==> config.mk <==
export PLATFORM = sky130hd
export DESIGN_NAME = shs_packer
export DESIGN_NICKNAME = d
export VERILOG_FILES = /design/src/rtl/shs_pkg.sv /design/src/rtl/shs_packer.sv
export VERILOG_INCLUDE_DIRS = /design/src /design/src/rtl
export SDC_FILE = /design/constraint.sdc
export NUM_CORES = 2
export LEC_CHECK = 0
export BUFFER_PORTS_ARGS = -buffer_cell sky130_fd_sc_hd__buf_2
export CAP_MARGIN = 10
export CORE_UTILIZATION = 41
export CTS_CLUSTER_DIAMETER = 60
export DETAILED_ROUTE_END_ITERATION = 8
export GPL_TIMING_DRIVEN = 0
export MAX_ROUTING_LAYER = met4
export PLACE_DENSITY = 0.58
export SYNTH_ARGS = -nofsm -noshare
export SYNTH_HDL_FRONTEND = slang
export SYNTH_SLANG_ARGS = --single-unit
==> constraint.sdc <==
create_clock -name clk_i -period 29.2 [get_ports clk_i]
set_input_delay 5.84 -clock clk_i [delete_from_list [all_inputs] [get_ports clk_i]]
set_output_delay 5.84 -clock clk_i [all_outputs]
set_load 0.01 [all_outputs]
==> src/rtl/sha256_stream_hasher_unit_macros.svh <==
// Assertion macros shared by the hasher modules.
`ifndef SHA256_STREAM_HASHER_UNIT_MACROS_SVH
`define SHA256_STREAM_HASHER_UNIT_MACROS_SVH
// Implication checked at every clock edge outside reset.
`define SHS_ASSERT_IMPL(label, clk, rst_n, cond, prop, msg) \
  label: assert property (@(posedge clk) disable iff (!rst_n) (cond) |-> (prop)) \
    else $error(msg);
// Next-cycle implication checked outside reset.
`define SHS_ASSERT_NEXT(label, clk, rst_n, cond, prop, msg) \
  label: assert property (@(posedge clk) disable iff (!rst_n) (cond) |=> (prop)) \
    else $error(msg);
`endif

==> src/rtl/shs_pkg.sv <==
// Package with SHA-256 constants, functions and shared types for the hasher.
package shs_pkg;

  localparam int unsigned QDepth = 4;
  localparam int unsigned QPtrW = 2;

  typedef logic [31:0] word_t;

  // One block job handed from the packer to the compression engine.
  typedef struct packed {
    logic [511:0] block;
    logic         fin;    // last block of the message: emit digest afterwards
  } job_t;

  typedef enum logic [1:0] {
    ENG_IDLE,
    ENG_ROUND,
    ENG_ADD,
    ENG_OUT
  } eng_state_e;

  typedef enum logic [1:0] {
    PK_FILL,
    PK_PAD2,
    PK_LEN
  } pk_state_e;

  localparam word_t InitH [8] = '{
    32'h6a09e667, 32'hbb67ae85, 32'h3c6ef372, 32'ha54ff53a,
    32'h510e527f, 32'h9b05688c, 32'h1f83d9ab, 32'h5be0cd19
  };

  localparam word_t RoundK [64] = '{
    32'h428a2f98, 32'h71374491, 32'hb5c0fbcf, 32'he9b5dba5, 32'h3956c25b, 32'h59f111f1,
    32'h923f82a4, 32'hab1c5ed5, 32'hd807aa98, 32'h12835b01, 32'h243185be, 32'h550c7dc3,
    32'h72be5d74, 32'h80deb1fe, 32'h9bdc06a7, 32'hc19bf174, 32'he49b69c1, 32'hefbe4786,
    32'h0fc19dc6, 32'h240ca1cc, 32'h2de92c6f, 32'h4a7484aa, 32'h5cb0a9dc, 32'h76f988da,
    32'h983e5152, 32'ha831c66d, 32'hb00327c8, 32'hbf597fc7, 32'hc6e00bf3, 32'hd5a79147,
    32'h06ca6351, 32'h14292967, 32'h27b70a85, 32'h2e1b2138, 32'h4d2c6dfc, 32'h53380d13,
    32'h650a7354, 32'h766a0abb, 32'h81c2c92e, 32'h92722c85, 32'ha2bfe8a1, 32'ha81a664b,
    32'hc24b8b70, 32'hc76c51a3, 32'hd192e819, 32'hd6990624, 32'hf40e3585, 32'h106aa070,
    32'h19a4c116, 32'h1e376c08, 32'h2748774c, 32'h34b0bcb5, 32'h391c0cb3, 32'h4ed8aa4a,
    32'h5b9cca4f, 32'h682e6ff3, 32'h748f82ee, 32'h78a5636f, 32'h84c87814, 32'h8cc70208,
    32'h90befffa, 32'ha4506ceb, 32'hbef9a3f7, 32'hc67178f2
  };

  localparam logic [7:0] PadByte = 8'h80;

  function automatic word_t rotr(input word_t x, input int unsigned n);
    rotr = (x >> n) | (x << (32 - n));
  endfunction

endpackage

==> src/rtl/shs_packer.sv <==
// Front end: packs message bytes into blocks, pads, and queues block jobs.
module shs_packer (
  input  logic          clk_i,
  input  logic          rst_ni,
  input  logic          push_i,
  output logic          full_o,
  input  logic [7:0]    data_byte_i,
  input  logic          byte_present_i,
  input  logic          message_end_i,
  output logic          job_valid_o,
  input  logic          job_take_i,
  output shs_pkg::job_t job_o
);

  logic [511:0]          blk_q, blk_d;
  logic [5:0]            fill_q, fill_d;
  logic [60:0]           total_q, total_d;
  shs_pkg::pk_state_e    st_q, st_d;
  shs_pkg::job_t         q_mem [shs_pkg::QDepth];
  logic [shs_pkg::QPtrW-1:0] wr_q, rd_q;
  logic [shs_pkg::QPtrW:0]   cnt_q;
  logic                  enq;
  shs_pkg::job_t         enq_job;
  logic                  room;
  logic                  accept;
  logic [63:0]           bits;

  // Two slots of room keep the padding path simple.
  assign room   = (cnt_q <= (shs_pkg::QPtrW+1)'(shs_pkg::QDepth - 2));
  assign full_o = !(room && st_q == shs_pkg::PK_FILL);
  assign accept = push_i && !full_o;
  assign bits   = {total_q, 3'b000};

  always_comb begin
    blk_d   = blk_q;
    fill_d  = fill_q;
    total_d = total_q;
    st_d    = st_q;
    enq     = 1'b0;
    enq_job = '{block: blk_q, fin: 1'b0};
    unique case (st_q)
      shs_pkg::PK_FILL: begin
        if (accept) begin
          if (byte_present_i) begin
            blk_d[511 - 8*fill_q -: 8] = data_byte_i;
            total_d = total_q + 61'd1;
            fill_d  = fill_q + 6'd1;
            if (fill_q == 6'd63) begin
              enq     = 1'b1;
              enq_job = '{block: blk_d, fin: 1'b0};
            end
          end
          if (message_end_i) begin
            // Write the pad byte now from the updated fill; PAD2 or LEN then queues it.
            st_d = (fill_d >= 6'd56) ? shs_pkg::PK_PAD2 : shs_pkg::PK_LEN;
            if (!(byte_present_i && fill_q == 6'd63)) begin
              blk_d[511 - 8*fill_d -: 8] = shs_pkg::PadByte;
              for (int i = 0; i < 64; i++) begin
                if (6'(i) > fill_d) blk_d[511 - 8*i -: 8] = 8'h00;
              end
            end else begin
              blk_d = '0;
              blk_d[511 -: 8] = shs_pkg::PadByte;
            end
          end
        end
      end
      shs_pkg::PK_PAD2: begin
        enq     = 1'b1;
        enq_job = '{block: blk_q, fin: 1'b0};
        blk_d   = '0;
        st_d    = shs_pkg::PK_LEN;
      end
      default: begin
        enq     = 1'b1;
        enq_job = '{block: {blk_q[511:64], bits}, fin: 1'b1};
        blk_d   = '0;
        fill_d  = '0;
        total_d = '0;
        st_d    = shs_pkg::PK_FILL;
      end
    endcase
  end

  always_ff @(posedge clk_i or negedge rst_ni) begin
    if (!rst_ni) begin
      blk_q   <= '0;
      fill_q  <= '0;
      total_q <= '0;
      st_q    <= shs_pkg::PK_FILL;
      wr_q    <= '0;
      rd_q    <= '0;
      cnt_q   <= '0;
    end else begin
      blk_q   <= blk_d;
      fill_q  <= fill_d;
      total_q <= total_d;
      st_q    <= st_d;
      if (enq) wr_q <= wr_q + 1'b1;
      if (job_take_i && job_valid_o) rd_q <= rd_q + 1'b1;
      cnt_q <= cnt_q + (shs_pkg::QPtrW+1)'(enq)
             - (shs_pkg::QPtrW+1)'(job_take_i && job_valid_o);
    end
  end

  always_ff @(posedge clk_i) begin
    if (enq) q_mem[wr_q] <= enq_job;
  end

  assign job_valid_o = (cnt_q != '0);
  assign job_o       = q_mem[rd_q];

  `include "sha256_stream_hasher_unit_macros.svh"
  `SHS_ASSERT_IMPL(a_no_overflow, clk_i, rst_ni, enq,
    cnt_q < (shs_pkg::QPtrW+1)'(shs_pkg::QDepth), "job queue overflow")
  `SHS_ASSERT_NEXT(a_pad_to_len, clk_i, rst_ni, st_q == shs_pkg::PK_PAD2,
    st_q == shs_pkg::PK_LEN, "second pad block not followed by length block")
  `SHS_ASSERT_IMPL(a_len_clears, clk_i, rst_ni, st_q == shs_pkg::PK_LEN,
    enq && enq_job.fin, "length block not queued as final")

endmodule

==> results.py <==
metrics = {
    "status": {
        "outcome": "complete, no violations",
    },
    "sta": {
        "final.min_clock_period_ns": 10.59,
        "setup_viol": 0,
        "fmax_mhz": 94.5,
        "skew_ns": 0.0777,
        "drv_slew": 0,
        "max_slew_margin_pct": 5.83,
        "fin_crit_sh_pct": 36.3,
        "worst_pin_slew_ns": 1.41,
        "hold_viol": 0,
        "fin_setup_tns_ns": 0,
        "rsz0062_at_grt": "false",
    },
    "placed_design": {
        "gp_congestion": 0.972,
        "place_area_mm2": 0.111,
        "place_hpwl_um": 221000,
        "io_buffers": 522,
    },
    "synthesis": {
        "ys_seq_elements": 2640,
        "syn-cell-area_mm2": 0.103,
        "synth_edf_count": 2052,
        "synth_area_per_cell_um2": 17.4,
        "synth_top_family_by_area": "multiplexers",
        "synth_nets": 5915,
        "yosys.area_share.simple_pct": 4.52,
        "synth_top_area_cell": "edfxtp_1",
        "synth-compound-area-share_pct": 6.02,
        "yosys-top-cells-area": "edfxtp_1, dfrtp_1, mux4_2",
        "yosysMostFrequentCell": "edfxtp_1",
        "synthArstFlopShare_pct": 22.3,
        "yosysSeqAreaShare_pct": 74.3,
        "synth_cells": 5886,
        "synth_mux_area_share_pct": 11.6,
        "yosys.area_share.xor_xnor_pct": 0.564,
        "ys_types": 83,
        "ys_top_cells_by_count": "edfxtp_1, dfrtp_1, clkbuf_1",
        "synthFlopType": "edfxtp_1",
        "synthAdderAreaFrac_pct": 0.190,
        "ys_warn_count": 0,
        "netlist.area_leader.share_pct": 60.0,
    },
    "die": {
        "initial_core_util_pct": 41.3,
        "coreArea_mm2": 0.249,
        "die_y_um": 502,
        "die_x_um": 502,
        "pin_count": 529,
        "fp-row-count": 183,
        "die_area_mm2": 0.252,
    },
    "power": {
        "power.density_mw_per_mm2": 92.6,
        "p_leak_nw": 43.2,
        "ir_drop_v": 0.0000817,
    },
    "clock_network": {
        "cts_buffers": 296,
        "root_buffer": "clkbuf_16",
        "cts_resized": 0,
        "clkTransAtPathRegs_ns": 0.06,
        "htreeDepth": 5,
        "cts_setup_buffers": 0,
        "cts.path.max_buffers": 4,
        "clkLatencyLatePin_ns": 0.95,
        "cts_num_sinks": 2640,
        "cts_tree": "done",
        "ctsHoldBuffers": 0,
    },
    "global_route": {
        "grt_usage_pct": 25.5,
        "antenna_found_initial": 38,
        "grt_pass1_wl_um": 440000,
        "grt-ovfl-total": 0,
        "grt_max_degree": 115,
        "grt_pass1_vias": 58500,
    },
    "critical_path": {
        "path_max_fanout": 10,
        "r2r_cells": 15,
        "setup.worst_path.end_class": "output pin",
        "critPathKind": "reg2out",
        "crit_arrival_ns": 4.75,
        "worst_ep_required_time_ns": 23.36,
        "worstSetupStartpointType": "flip-flop",
    },
    "drt": {
        "drt_iter0_drc": 6375,
        "drt-total-wl_um": 314000,
        "via_per_inst": 5.71,
        "first_pass_iters": 8,
        "drc": 0,
        "wire_per_inst_um": 30.3,
        "postRouteAntennaNets": 0,
        "via_count": 59100,
    },
    "layout": {
        "regArea_mm2": 0.0763,
        "nets": 6822,
        "finalInstanceArea_mm2": 0.121,
        "drive_gt1_share_pct": 23.7,
        "syn2layout_area_growth_pct": 17.5,
        "n_fill_cell": 21100,
        "multi_input_area_mm2": 0.0235,
    },
    "worst_hold_path": {
        "min_path_cells": 2,
        "hold_class": "reg2reg",
    },
    "run": {
        "drv_cap": 0,
    },
}
area by class of cell:
type | count | share of cell area, %
clock inverter | 89 | 0.633
multi-input combinational | 2502 | 19.5
inverter | 56 | 0.174
tap | 3330 | 3.45
sequential | 2640 | 63.3
antenna | 9 | 0.0187
buffer | 688 | 2.20
timing repair buffer | 609 | 3.64
clock buffer | 432 | 7.13
where the power goes:
group / leakage, nW / switching, mW / internal [mW]
combinational: 10.8 / 2.16 / 1.17
sequential: 27.8 / 0.0428 / 4.22
clock: 4.58 / 1.46 / 2.12
kinds of logic after synthesis:
group                    count (synthesis)
AO/OA/AOI/OAI                          861
XOR/XNOR                                64
buffers and inverters                  744
multiplexers                           544
adder cells (fa/ha/maj)                 15
AND/OR/NAND/NOR                       1018
flip-flops                            2640
per-stage QoR:
| stage | power [mW] | std cells | hold WS, ns | setup slack (ns) | util [%] |
|---|---|---|---|---|---|
| floorplan | 6.14 | 5886 | 0.446 | 9.60 | - |
| global placement | 7.84 | 9738 | 0.459 | -2.37 | 44.0 |
| detailed placement | 7.69 | 9819 | 0.468 | 17.62 | 44.7 |
| CTS | 11.3 | 10300 | 0.481 | 18.38 | 48.4 |
| global route | 11.5 | 10400 | 0.500 | 18.36 | 48.5 |
| finish | 11.2 | 10400 | 0.473 | 18.61 | 48.5 |
worst max-delay path, stage by stage (launching register included):
cell and delay, ns:
dfrtp_1 0.34, clkbuf_1 0.81, clkbuf_2 0.83, buf_1 0.93
mux4_2 0.68, buf_2 0.17
per-layer routing:
metal	vias to the layer above	track usage [%]	wire length, um
li1	24600	-	-
met1	31400	35.3	133000
met2	2561	38.3	146000
met3	469	4.66	24400
met4	0	8.29	10200
met5	-	-	0
final timing paths:
kind                                 end  slack (ns)       from
min reg2reg                    blk_q[43]        0.47  blk_q[43]
max reg2reg                q_mem[3][430]       23.10  fill_q[5]
min                            blk_q[43]        0.47  blk_q[43]
max                           job_o[413]       18.61    rd_q[0]
max in group asynchronous     blk_q[296]       22.50     rst_ni
min in group asynchronous     blk_q[475]        4.95     rst_ni
registers in the layout, indices dropped and copies added (netlist names):
| register | flops |
|---|---|
| st_q | 2 |
| fill_q | 6 |
| wr_q | 2 |
| cnt_q | 3 |
| rd_q | 2 |
| total_q | 61 |
| q_mem | 2052 |
| blk_q | 512 |
layout by cell type, fill, tap and decap left out, types with 15 or more instances in the layout:
master / instances
a32o_1: 32
mux4_2: 513
xor2_1: 37
mux2_2: 24
nand2_1: 427
dfrtp_1: 588
xnor2_1: 26
clkbuf_16: 307
or3_1: 19
a21o_1: 15
inv_1: 54
edfxtp_1: 2052
nor2b_1: 21
nand3_1: 101
clkinv_2: 31
nor2_1: 245
buf_1: 82
buf_16: 47
buf_2: 544
o22ai_1: 25
nand2b_1: 18
o21ai_1: 39
o21ai_0: 259
nor3_1: 52
a21oi_1: 58
a221o_1: 23
a22o_1: 180
buf_4: 15
o2bb2ai_1: 90
and3_1: 24
clkbuf_8: 45
clkbuf_1: 647
clkinv_1: 24
o31ai_1: 38
nand4_1: 21
Power figures use the tool's default switching activity.
